**config.mk**
```make
export PLATFORM = sky130hd
export DESIGN_NAME = sadp_log_cell
export DESIGN_NICKNAME = d
export VERILOG_FILES = /design/src/rtl/sadp_pkg.sv /design/src/rtl/sadp_log_cell.sv
export SDC_FILE = /design/constraint.sdc
export NUM_CORES = 2
export LEC_CHECK = 0
export BUFFER_PORTS_ARGS = -buffer_cell sky130_fd_sc_hd__buf_2
export CORE_MARGIN = 5
export CORE_UTILIZATION = 45
export CTS_BUF_LIST = sky130_fd_sc_hd__clkbuf_4 sky130_fd_sc_hd__clkbuf_8
export CTS_CLUSTER_SIZE = 24
export DETAILED_ROUTE_END_ITERATION = 7
export GPL_TIMING_DRIVEN = 0
export PLACE_DENSITY_LB_ADDON = 0.3
export SLEW_MARGIN = 0
export SYNTH_ARGS = -nofsm -noshare
export SYNTH_HDL_FRONTEND = slang
export SYNTH_SLANG_ARGS = --single-unit
```
**constraint.sdc**
```tcl
create_clock -name clock -period 11.17 [get_ports clock]
set_clock_uncertainty 0.2 [all_clocks]
set_input_delay 1.6755 -clock clock [delete_from_list [all_inputs] [get_ports clock]]
set_output_delay 1.6755 -clock clock [all_outputs]
set_load 0.01 [all_outputs]
```
**src/rtl/sadp_pkg.sv**
```systemverilog
// ----------------------------------------------------------------------------
// sadp_pkg
// Shared constants, tables and types of the spiral-arm density perturbation.
// ----------------------------------------------------------------------------
package sadp_pkg;

   localparam int FB        = 16;   // fraction bits of radius and results
   localparam int AB        = 16;   // angle bits, 2^-AB turn units
   localparam int LOGF      = 24;   // fraction bits of log2
   localparam int MAX_POWER = 10;
   localparam int LOG_CELLS = LOGF;
   localparam int SIN_TERMS = 4;

   localparam logic [30:0] Q30_ONE    = 31'h4000_0000;
   localparam logic [31:0] LN2_Q32    = 32'hB172_17F8;
   localparam logic [63:0] INV2PI_Q64 = 64'h28BE_60DB_9391_054A;
   localparam logic [31:0] PI_Q30     = 32'd3373259426;

   // Taylor divisors of sin, innermost first, and floor(2^32/d)
   localparam logic [6:0]  TAYLOR_DIV   [0:SIN_TERMS-1] = '{7'd72, 7'd42, 7'd20, 7'd6};
   localparam logic [31:0] TAYLOR_RECIP [0:SIN_TERMS-1] =
      '{32'd59652323, 32'd102261126, 32'd214748364, 32'd715827882};

   typedef enum logic [2:0] {
      REG_ARM_COUNT  = 3'd0,
      REG_INV_TAN    = 3'd1,
      REG_LOG_REF    = 3'd2,
      REG_PHASE_OFF  = 3'd3,
      REG_ARM_WEIGHT = 3'd4,
      REG_POWER_IDX  = 3'd5,
      REG_NORM       = 3'd6,
      REG_UNUSED     = 3'd7
   } reg_index_type;

   typedef struct packed {
      logic [30:0] x;    // angle, Q30
      logic [31:0] x2;   // angle squared, Q30
      logic [30:0] a;    // running Horner term, Q30
   } taylor_type;

endpackage

```
**src/rtl/sadp_log_cell.sv**
```systemverilog
// ----------------------------------------------------------------------------
// sadp_log_cell
// One bit of log2: squares the Q1.30 mantissa and shifts one fraction bit in.
// ----------------------------------------------------------------------------
module sadp_log_cell (
   input  logic        clock,
   input  logic        en,
   input  logic [30:0] m_in,
   input  logic [23:0] frac_in,
   input  logic [4:0]  exp_in,
   output logic [30:0] m_out,
   output logic [23:0] frac_out,
   output logic [4:0]  exp_out
);
   import sadp_pkg::*;

   logic [61:0] sq;
   logic [31:0] sq_sh;
   logic [30:0] m_ff, m_in_nx;
   logic [23:0] frac_ff;
   logic [4:0]  exp_ff;

   assign sq    = 62'(m_in) * 62'(m_in);
   assign sq_sh = sq[61:30];
   assign m_in_nx = sq_sh[31] ? sq_sh[31:1] : sq_sh[30:0];

   always_ff @(posedge clock) begin
      if (en) begin
         m_ff    <= m_in_nx;
         frac_ff <= {frac_in[22:0], sq_sh[31]};
         exp_ff  <= exp_in;
      end
   end

   assign m_out    = m_ff;
   assign frac_out = frac_ff;
   assign exp_out  = exp_ff;
endmodule

```
-- Word-level counts from Yosys, hierarchy flattened
Cells that the tools add are included.
- register bits after elaboration: 60
- bits of input ports: 62
- output and inout bits: 60
- logic and storage cells: 6
- $mul: 1
- muxes and demuxes: 1
- operator list (kind ; count):
    multiplier 31 x 31 -> 62 bit ; 1
    2-to-1 mux 30 bit ; 1

-- Depth between registers and ports, before layout
- depth in word-level cells: 2
- mapped depth: 30
- depth with buffers taken out: 27

-- Least setup slack after synthesis
Ideal clock, no wire load.
- kind: input to register
- start: input m_in[25]
- end: register m_ff[24] (netlist: m_out[24]) (data pin)
- library setup time: 0.260 ns
- data arrival time: 8.574 ns
- data required time: 10.710 ns
- setup slack: 2.136 ns
- cell stages on the path: 27
- buffers on the path: 2
- path through: clkbuf_1 > clkbuf_1 > nand2_1 > fa_1 > fa_1 > inv_1 > fa_1 > inv_1 > fa_1 > inv_1 > fa_1 > fa_1 > fa_1 > inv_1 > fa_1 > inv_1 > ha_1 > a21oi_1 > o21ai_2 > o21bai_1 > a21oi_1 > o21ai_1 > a2111oi_4 > o31ai_2 > a41oi_1 > xnor2_1 > mux2_2
- cells in the longest elaborated chain, start to end: 2
- RTL lines (what ; line ; text):
    from (decl) ; sadp_log_cell.sv:8 ; input logic [30:0] m_in,
    multiplier 31 x 31 -> 62 bit ; sadp_log_cell.sv:23 ; assign sq = 62'(m_in) * 62'(m_in);
    2-to-1 mux 30 bit ; sadp_log_cell.sv:25 ; assign m_in_nx = sq_sh[31] ? sq_sh[31:1] : sq_sh[30:0];
    net m_in_nx[24] ; sadp_log_cell.sv:19 ; logic [30:0] m_ff, m_in_nx;
    to (signal assigned) ; sadp_log_cell.sv:29 ; m_ff <= m_in_nx;
    to (decl) ; sadp_log_cell.sv:19 ;
The timed path passes the listed nets, and every way through them passes these cells.
A chain may end at the register's enable or synchronous reset.

-- Final worst setup path
- start: input m_in[14]
- end: register m_ff[24] (netlist: m_out[24]) (data pin)
Same word-level chain as after synthesis.

==> out/qor.txt <==
CP dominant cell by count: fa_1
Met2 WL: 40200 um
WP data arrival: 10.74 ns
Vias per inst: 5.17
CTS Buf Count: 9
Max-cap violations: 0
Crit path buf inv count: 9
Synth Area in Simple Gates: 0.103
First-pass GRT wire length: 132000 um
Number of antenna violations at the first check in global routing: 7
Layout cells sized above 1: 0.0652
Chip height: 266 um
Vias: 20700
Largest net degree at the start of global routing: 61
Starting Density: 0.455
Synth Area in Adders: 0.623
Post-synthesis xor/xnor area fraction: 0.0188
Die Wd: 266 um
Largest family of logic cells by synthesized area: adder cells
Unique masters post-synth: 65
Mapped Area: 29400 sq um
Post-synthesis mux area share: 0.0153
Final #Nets: 4217
Gr usage total: 0.247
Post-route antenna net violation count: 0
Final Cycle Share: 0.972
Gr ovfl total: 0
Reg clk slew, reported paths: 0.07 ns
Final setup viols: 0
Starting DRT DRC Count: 1556
WL met3: 7410 um
CP Launch Point: m_in[14]
H-tree depth: 3
Fillers: 6248
Crit path max-delay family: adder cells
Final Hold Violating Endpoints: 0
DIE AREA: 70600 sq um
Buffers on Ports: 113
Compound-Gate Fraction of Synth Area: 0.0459
Setup TNS: 0 ns
I/O pins: 122
HP Start: frac_in[0]
Worst path required time: 11.05 ns
Highest-delay cell along the critical path: clkbuf_1
Synth async-reset ratio: 0
Highest metal used: met4
Commonest non-fill, non-tap cell in the layout: inv_1
Post-CTS Setup Repair Bufs: 0
Status: completed
CP max FO: 10
Worst setup EP type: register
RSZ-0062 raised after global routing: false
Slew margin rel.: 0.141
Top_reg_cell synth: edfxtp_1
Worst hold path type: primary input to register
Hold_buf cts: 0
Remaining routing DRC violations: 0
WL final: 85100 um
Synthesized flop and latch total: 60
Core box area: 64600 sq um
Slew @ Worst Pin: 1.29 ns
Root Driver: clkbuf_8
Via count of the first global-routing pass: 22200
GP Congestion: 0.990
Delay of the slowest critical-path stage: 0.97 ns
Area Overhead vs Synth: 6.28%
Post-Syn Area per Cell: 9.75 sq um
Fmax achieved: 92.1 MHz
Max-slew violations: 0
CTS resizes: 0
Min Tclk post-route: 10.86 ns
Crit path kind: primary input to register
Post-Syn Nets: 4094
Sequential area share after synthesis: 0.0613
Routed WL per cell: 21.3 um
Post-Syn Instances: 3016
Clk buf depth: 2
Placed wire-length estimate: 71800 um
EDFF count, synth: 60
DR pass1 iterations: 5
CTS tree: yes
Setup crit start kind: primary input
Synth Warn #: 0
WL met1: 33500 um
Site Rows: 93
CTS Sinks: 60
Commonest non-fill, non-tap cells in the layout: inv_1 (911), fa_1 (747), nand2_1 (292), ha_1 (269), and2_1 (192)
[cell families after synthesis]
family,after synthesis
DFF,60
xor gates and xnor gates,61
muxes,33
adders and majority gates,1016
and+or+nand+nor,619
buffers and inverters,1024
AOI/OAI and AO/OA,203
[cell usage after synthesis (all sizes together), types with 15 or more instances]
cell type | number | share of area
clkbuf | 98 | 0.013
nand4 | 15 | 0.0032
mux2 | 27 | 0.013
fa | 747 | 0.51
inv | 911 | 0.12
nor2 | 57 | 0.0077
o21ai | 54 | 0.010
and2 | 192 | 0.041
edfxtp | 60 | 0.061
xnor2 | 33 | 0.010
a21oi | 70 | 0.013
nand2 | 292 | 0.037
a21o | 26 | 0.0066
xor2 | 28 | 0.0083
ha | 269 | 0.11
[flip-flops by register name (all words and copies together), names as in the netlist]
name	count
m_out	31
frac_out	24
exp_out	5
[final timing paths]
| path | end | slack, ns | cells after the start |
|---|---|---|---|
| setup / recovery | m_out[24]$_DFFE_PP_ | 0.31 | 27 |
| hold / removal | frac_out[1]$_DFFE_PP_ | 1.32 | 1 |
[layout make-up]
| cell class | count | area [sq um] | share of cell area |
|---|---|---|---|
| flip-flops and latches | 60 | 1800 | 0.0577 |
| repair buffers | 113 | 566 | 0.0181 |
| clock inverters | 6 | 78.8 | 0.00252 |
| diodes | 1 | 2.50 | 0.0000801 |
| well taps | 855 | 1070 | 0.0342 |
| plain buffers | 111 | 478 | 0.0153 |
| inverters | 912 | 3420 | 0.110 |
| clock buffers | 10 | 131 | 0.00420 |
| multi-input cells | 1932 | 23700 | 0.758 |
[stage by stage]
step	setup slack, ns	hold WS, ns	std cells	util	area (sq um)
after floorplan	2.14	1.57	3016	-	29400
after global placement	0.141	1.65	3984	0.481	31000
after detailed placement	0.123	1.65	3984	0.481	31000
after CTS	0.448	1.30	4000	0.484	31300
after global routing	0.0909	1.28	3999	0.484	31300
final	0.310	1.32	4000	0.484	31300
[routing by layer]
metal	vias to the layer above	GRT usage
li1	9032	-
met1	10600	0.333
met2	832	0.403
met3	169	0.0475
met4	0	0.0852
met5	-	0
Power is not shown: default switching activity piles up to over one toggle a cycle in this logic, so the estimate is an artifact.
