**config.mk**
```make
export PLATFORM = sky130hd
export DESIGN_NAME = sadp_power_cell
export DESIGN_NICKNAME = d
export VERILOG_FILES = /design/src/rtl/sadp_pkg.sv /design/src/rtl/sadp_power_cell.sv
export SDC_FILE = /design/constraint.sdc
export NUM_CORES = 2
export LEC_CHECK = 0
export ABC_AREA = 1
export BUFFER_PORTS_ARGS = -buffer_cell sky130_fd_sc_hd__clkbuf_2
export CAP_MARGIN = 20
export CORE_MARGIN = 2
export CORE_UTILIZATION = 40
export CTS_CLUSTER_SIZE = 16
export DETAILED_ROUTE_END_ITERATION = 8
export PLACE_DENSITY = 0.66
export SLEW_MARGIN = 10
export SYNTH_ARGS = -nofsm -noshare
export SYNTH_HDL_FRONTEND = slang
export SYNTH_SLANG_ARGS = --single-unit
export TNS_END_PERCENT = 10
```
**constraint.sdc**
```tcl
create_clock -name clock -period 10.8 [get_ports clock]
set_input_delay 1.62 -clock clock [delete_from_list [all_inputs] [get_ports clock]]
set_output_delay 1.62 -clock clock [all_outputs]
set_load 0.05 [all_outputs]
```
**src/rtl/sadp_pkg.sv**
```systemverilog
// ----------------------------------------------------------------------------
// sadp_pkg
// Shared constants, tables and types of the spiral-arm density perturbation.
// ----------------------------------------------------------------------------
package sadp_pkg;

   localparam int FB        = 16;   // fraction bits of radius and results
   localparam int AB        = 16;   // angle bits, 2^-AB turn units
   localparam int LOGF      = 24;   // fraction bits of log2
   localparam int MAX_POWER = 10;
   localparam int LOG_CELLS = LOGF;
   localparam int SIN_TERMS = 4;

   localparam logic [30:0] Q30_ONE    = 31'h4000_0000;
   localparam logic [31:0] LN2_Q32    = 32'hB172_17F8;
   localparam logic [63:0] INV2PI_Q64 = 64'h28BE_60DB_9391_054A;
   localparam logic [31:0] PI_Q30     = 32'd3373259426;

   // Taylor divisors of sin, innermost first, and floor(2^32/d)
   localparam logic [6:0]  TAYLOR_DIV   [0:SIN_TERMS-1] = '{7'd72, 7'd42, 7'd20, 7'd6};
   localparam logic [31:0] TAYLOR_RECIP [0:SIN_TERMS-1] =
      '{32'd59652323, 32'd102261126, 32'd214748364, 32'd715827882};

   typedef enum logic [2:0] {
      REG_ARM_COUNT  = 3'd0,
      REG_INV_TAN    = 3'd1,
      REG_LOG_REF    = 3'd2,
      REG_PHASE_OFF  = 3'd3,
      REG_ARM_WEIGHT = 3'd4,
      REG_POWER_IDX  = 3'd5,
      REG_NORM       = 3'd6,
      REG_UNUSED     = 3'd7
   } reg_index_type;

   typedef struct packed {
      logic [30:0] x;    // angle, Q30
      logic [31:0] x2;   // angle squared, Q30
      logic [30:0] a;    // running Horner term, Q30
   } taylor_type;

endpackage

```
**src/rtl/sadp_power_cell.sv**
```systemverilog
// ----------------------------------------------------------------------------
// sadp_power_cell
// One factor of s^N: multiplies the running power by s when the cell is in use.
// ----------------------------------------------------------------------------
module sadp_power_cell (
   input  logic        clock,
   input  logic        en,
   input  logic        use_cell,
   input  logic [30:0] s_in,
   input  logic [30:0] p_in,
   output logic [30:0] s_out,
   output logic [30:0] p_out
);
   import sadp_pkg::*;

   logic [61:0] prod;
   logic [30:0] s_ff, p_ff;

   assign prod = 62'(p_in) * 62'(s_in);

   always_ff @(posedge clock) begin
      if (en) begin
         s_ff <= s_in;
         p_ff <= use_cell ? prod[60:30] : p_in;
      end
   end

   assign s_out = s_ff;
   assign p_out = p_ff;
endmodule

```
Word-level counts from Yosys, hierarchy flattened
Index checks and enable logic that the tools add are counted.

Flip-flop bits (word level): 62. Input port bits: 65. Logic and storage cells: 4.

Multiply operators: 1. Multiplexer cells: 1.

Operators by type and width (count): 31-bit by 31-bit multiplier with 61-bit output (1); 31-bit 2-to-1 mux (1).

Logic depth before layout (Yosys ltp)
Depth after elaboration: 2. Gate-level depth with buffers: 31.

Worst setup path before layout
Ideal clock, no wire load.

Kind: input to register. Start point: in p_in[29]. End point: reg p_ff[12], in the netlist p_out[12] (data pin). Library setup time: 0.254 ns. Arrival: 7.347 ns. Required time: 10.546 ns. Setup slack: 3.199 ns. Stages on the path: 27. Path buffers: 1. Cell sequence: clkbuf_1 -> nand2_1 -> fa_1 -> inv_1 -> fa_1 -> fa_1 -> inv_1 -> fa_1 -> inv_1 -> fa_1 -> fa_1 -> fa_1 -> inv_1 -> fa_1 -> inv_1 -> ha_1 -> nand2_1 -> nor2_1 -> inv_2 -> nor2_2 -> inv_1 -> nor2_1 -> o21ai_0 -> nand3_1 -> nand2_1 -> nand3_1 -> nand2_1.

Word-level cells in the longest chain between the ends: 2.

Ends and longest elaborated chain: from (decl) (RTL line sadp_power_cell.sv:10) `input logic [30:0] p_in,`; 31-bit by 31-bit multiplier with 61-bit output (RTL line sadp_power_cell.sv:19) `assign prod = 62'(p_in) * 62'(s_in);`; 31-bit 2-to-1 mux (RTL line sadp_power_cell.sv:24) `p_ff <= use_cell ? prod[60:30] : p_in;`; to (signal assigned) (RTL line sadp_power_cell.sv:24); to (decl) (RTL line sadp_power_cell.sv:17) `logic [30:0] s_ff, p_ff;`.

Every way passes these cells. A chain may end at the register's enable or synchronous reset.

Final worst setup path
Start point: in p_in[19]. End point: reg p_ff[25], in the netlist p_out[25] (data pin).

Same word-level chain as after synthesis.

==> impl_results.md <==
- Clock root buffer: clkbuf_16
- Final Hold Viols: 0
- Clock Path Buffers: 2
- WL per Instance: 17.88 µm
- Core area: 85550 µm²
- CP startpoint kind: primary input
- Xor and xnor area share after synthesis: 0.002022
- Synthesized net count: 5619
- CTS clk-pin slew, worst paths: 80 ps
- Critical path peak fanout: 21
- Fin crit period: ~8600 ps
- Post-synthesis sequential area ratio: 0.05373
- Cts hold-fix bufs: 0
- Number of synthesized register bits: 62
- Setup bufs post-CTS: 0
- Multi-input gate area: between 20000 and 30000 µm²
- Worst Hold Class: primary input to flop
- Top-area cell type share of the netlist area: 0.4824
- # rows: 107
- Antenna diode count: 0
- Post-synthesis cell type count: 31
- Largest cells by area after synthesis: fa_1, inv_1, nand2_1
- Cell Area, Synth: 34650 µm²
- Met2 wire length: 48950 µm
- CP endpoint kind: flop
- DRT antenna net count: 0
- Setup violators final: 0
- Die H: 298.3 µm
- GR Overflow Total: 0
- Worst EP required: ~11000 ps
- Worst Hold Launch: en
- Worst Tran Pin Value: 1151 ps
- First-pass DRT Iterations: 9
- PostCTS Resize Cnt: 0
- First-pass GRT wire length: roughly 160000 µm
- Max-cap check violation count: 0
- Die X-Extent: 298.3 µm
- Hold path endpoint: s_out[2]
- Vias per Instance: 4.891
- Status: completed
- Setup Crit Path Kind: primary input to flop
- Nets: between 5000 and 6000
- RSZ-0062 raised after global routing: false
- TritonCTS clock tree: yes
- Die Area: between 80000 and 90000 µm²
- Post-Syn Area per Cell: 7.746 µm²
- Total wire length: ~100000 µm
- WL met1: 42140 µm
- RePlAce Congestion: just under 1
- # fillers: 8670
- Htree depth: 3
- I/O Buffers: around 130
- Area Overhead vs Synth: 5.294%
- Synthesis warning total: 0
- Rel. slew slack: 0.2325
- Hpwl dp: 81870 µm
- Simple-Gate Fraction of Synth Area: 0.1760
- Largest family of logic cells by synthesized area: adder cells
- Fin area: 36480 µm²
- CP Data Arrival Time: ~8800 ps
- Residual DRC: 0
- Initial core utilization: 0.4050
- Pins Over Slew Limit: 0
- Drt first-iter violations: between 1500 and 2000
- Gr usage total: 0.2358
- DR vias: 27350
- Top Layer Used: met4
- Period utilisation layout: 0.7975
- Hold path cells: 1
- Cells after Synth: approximately 4500
- Share of post-route cells with drive strength above 1: 0.04227
- Yosys top cell by area: fa_1
- Complex-gate fraction of the synthesized area: 0.02250
- Dpl cell area: 36180 µm²
- Num CTS Buffers: 9
- FF/Latch Area: 1862 µm²
- Multiplexer area fraction after synthesis: 0
- Largest net degree at the start of global routing: 49
- Fraction of the mapped netlist area in adder cells: 0.5713
- # IOs: 127
- Max Clk Rate: 0.1161 GHz
- Initial antenna violation count: 2
- Met3 wire length: approximately 6900 µm
- Fin Setup TNS: 0 ps
- Number of global-route vias before repair: 29385
- # clock sinks: slightly above 60
per-stage QoR:
stage | setup WS (ps) | hold slack, ps | cells | utilization
after global placement | 1809 | 2057 | 5576 | 0.4229
after global routing | 1909 | 1631 | 5592 | 0.4265
after CTS | 2221 | 1619 | 5592 | 0.4265
after floorplan | 3199 | 1719 | 4473 | -
after detailed placement | 1805 | 2060 | 5576 | 0.4229
final | 2187 | 1617 | 5592 | 0.4265
kinds of logic (layout without fill, tap and decap cells):
| group | Yosys count | count (layout) |
|---|---|---|
| simple gates | 1563 | 1563 |
| compound gates | 149 | 149 |
| buf+inv | 1610 | 1585 |
| xor+xnor | 8 | 8 |
| fa+ha+maj | 1081 | 1081 |
| flops | 62 | 62 |
metal layers:
layer	up-vias	track usage
met5	-	0
met4	0	0.05528
met3	110	0.03077
met2	1011	0.4051
met1	13865	0.3168
li1	12364	-
layout by cell type, fill, tap and decap left out, types with 6 or more instances in the layout:
cell type / netlist / routed
inv_1: 1411 / 1411
nand2_1: 1318 / 1318
fa_1: 835 / 835
ha_1: 246 / 246
clkbuf_2: 0 / 125
nor2_1: 118 / 118
a21oi_1: 84 / 84
nand3_1: 83 / 83
edfxtp_1: 62 / 62
o21ai_0: 48 / 48
buf_4: 0 / 26
nand4_1: 10 / 10
o21bai_1: 9 / 9
clkbuf_16: 0 / 9
nor2_2: 8 / 8
nand3b_1: 8 / 8
nor3_1: 7 / 7
inv_2: 6 / 6
cell usage after synthesis (all sizes together):
library cell and count:
inv 1417, nand2 1319, fa 835, ha 246, clkbuf 188, nor2 126, a21oi 84, nand3 83
edfxtp 62, o21ai 53, nand4 10, nor3 10, o21bai 9, nand3b 8, buf 4, nor4 4
xnor2 4, xor2 4, a21o 2, and2 1, and3 1, clkinv 1, o21a 1, or2 1
registers in the layout (all words and copies together), names as in the netlist:
register,flops
s_out,31
p_out,31
cell type report:
class / count / share of cell area
Inverter: 1418 / 0.1459
Timing Repair Buffer: 151 / 0.02250
Sequential cell: 62 / 0.05103
Clock inverter: 7 / 0.002126
Clock buffer: 9 / 0.006173
Multi-Input combinational cell: 2801 / 0.7330
Tap cell: 1144 / 0.03923
worst max-delay path, cell delays in order:
cell and delay (ps):
clkbuf_2 490, buf_4 370, nand2_1 110, fa_1 560
fa_1 520, fa_1 510, fa_1 520, inv_1 50
fa_1 580, fa_1 470, fa_1 570, fa_1 430
ha_1 320, nand2_1 160, inv_1 50, a21oi_1 260
nor2_1 70, nor2_1 310, o21ai_0 220, a21oi_1 280
nand3_1 110, nand3_1 100, nand2_1 60
worst max-delay path by stage:
stage,from,to,slack (ps),cells after the start
detailed placement,p_in[19],p_out[25],1810,23
global route,p_in[10],p_out[25],1910,26
CTS,p_in[19],p_out[25],2220,23
finish,p_in[19],p_out[25],2190,23
global placement,p_in[19],p_out[25],1810,23
floorplan,p_in[29],p_out[12],3200,27
Power is left out: the tool's default activity adds up to more than one toggle a clock period on the data nets, which glitch-free logic cannot reach.
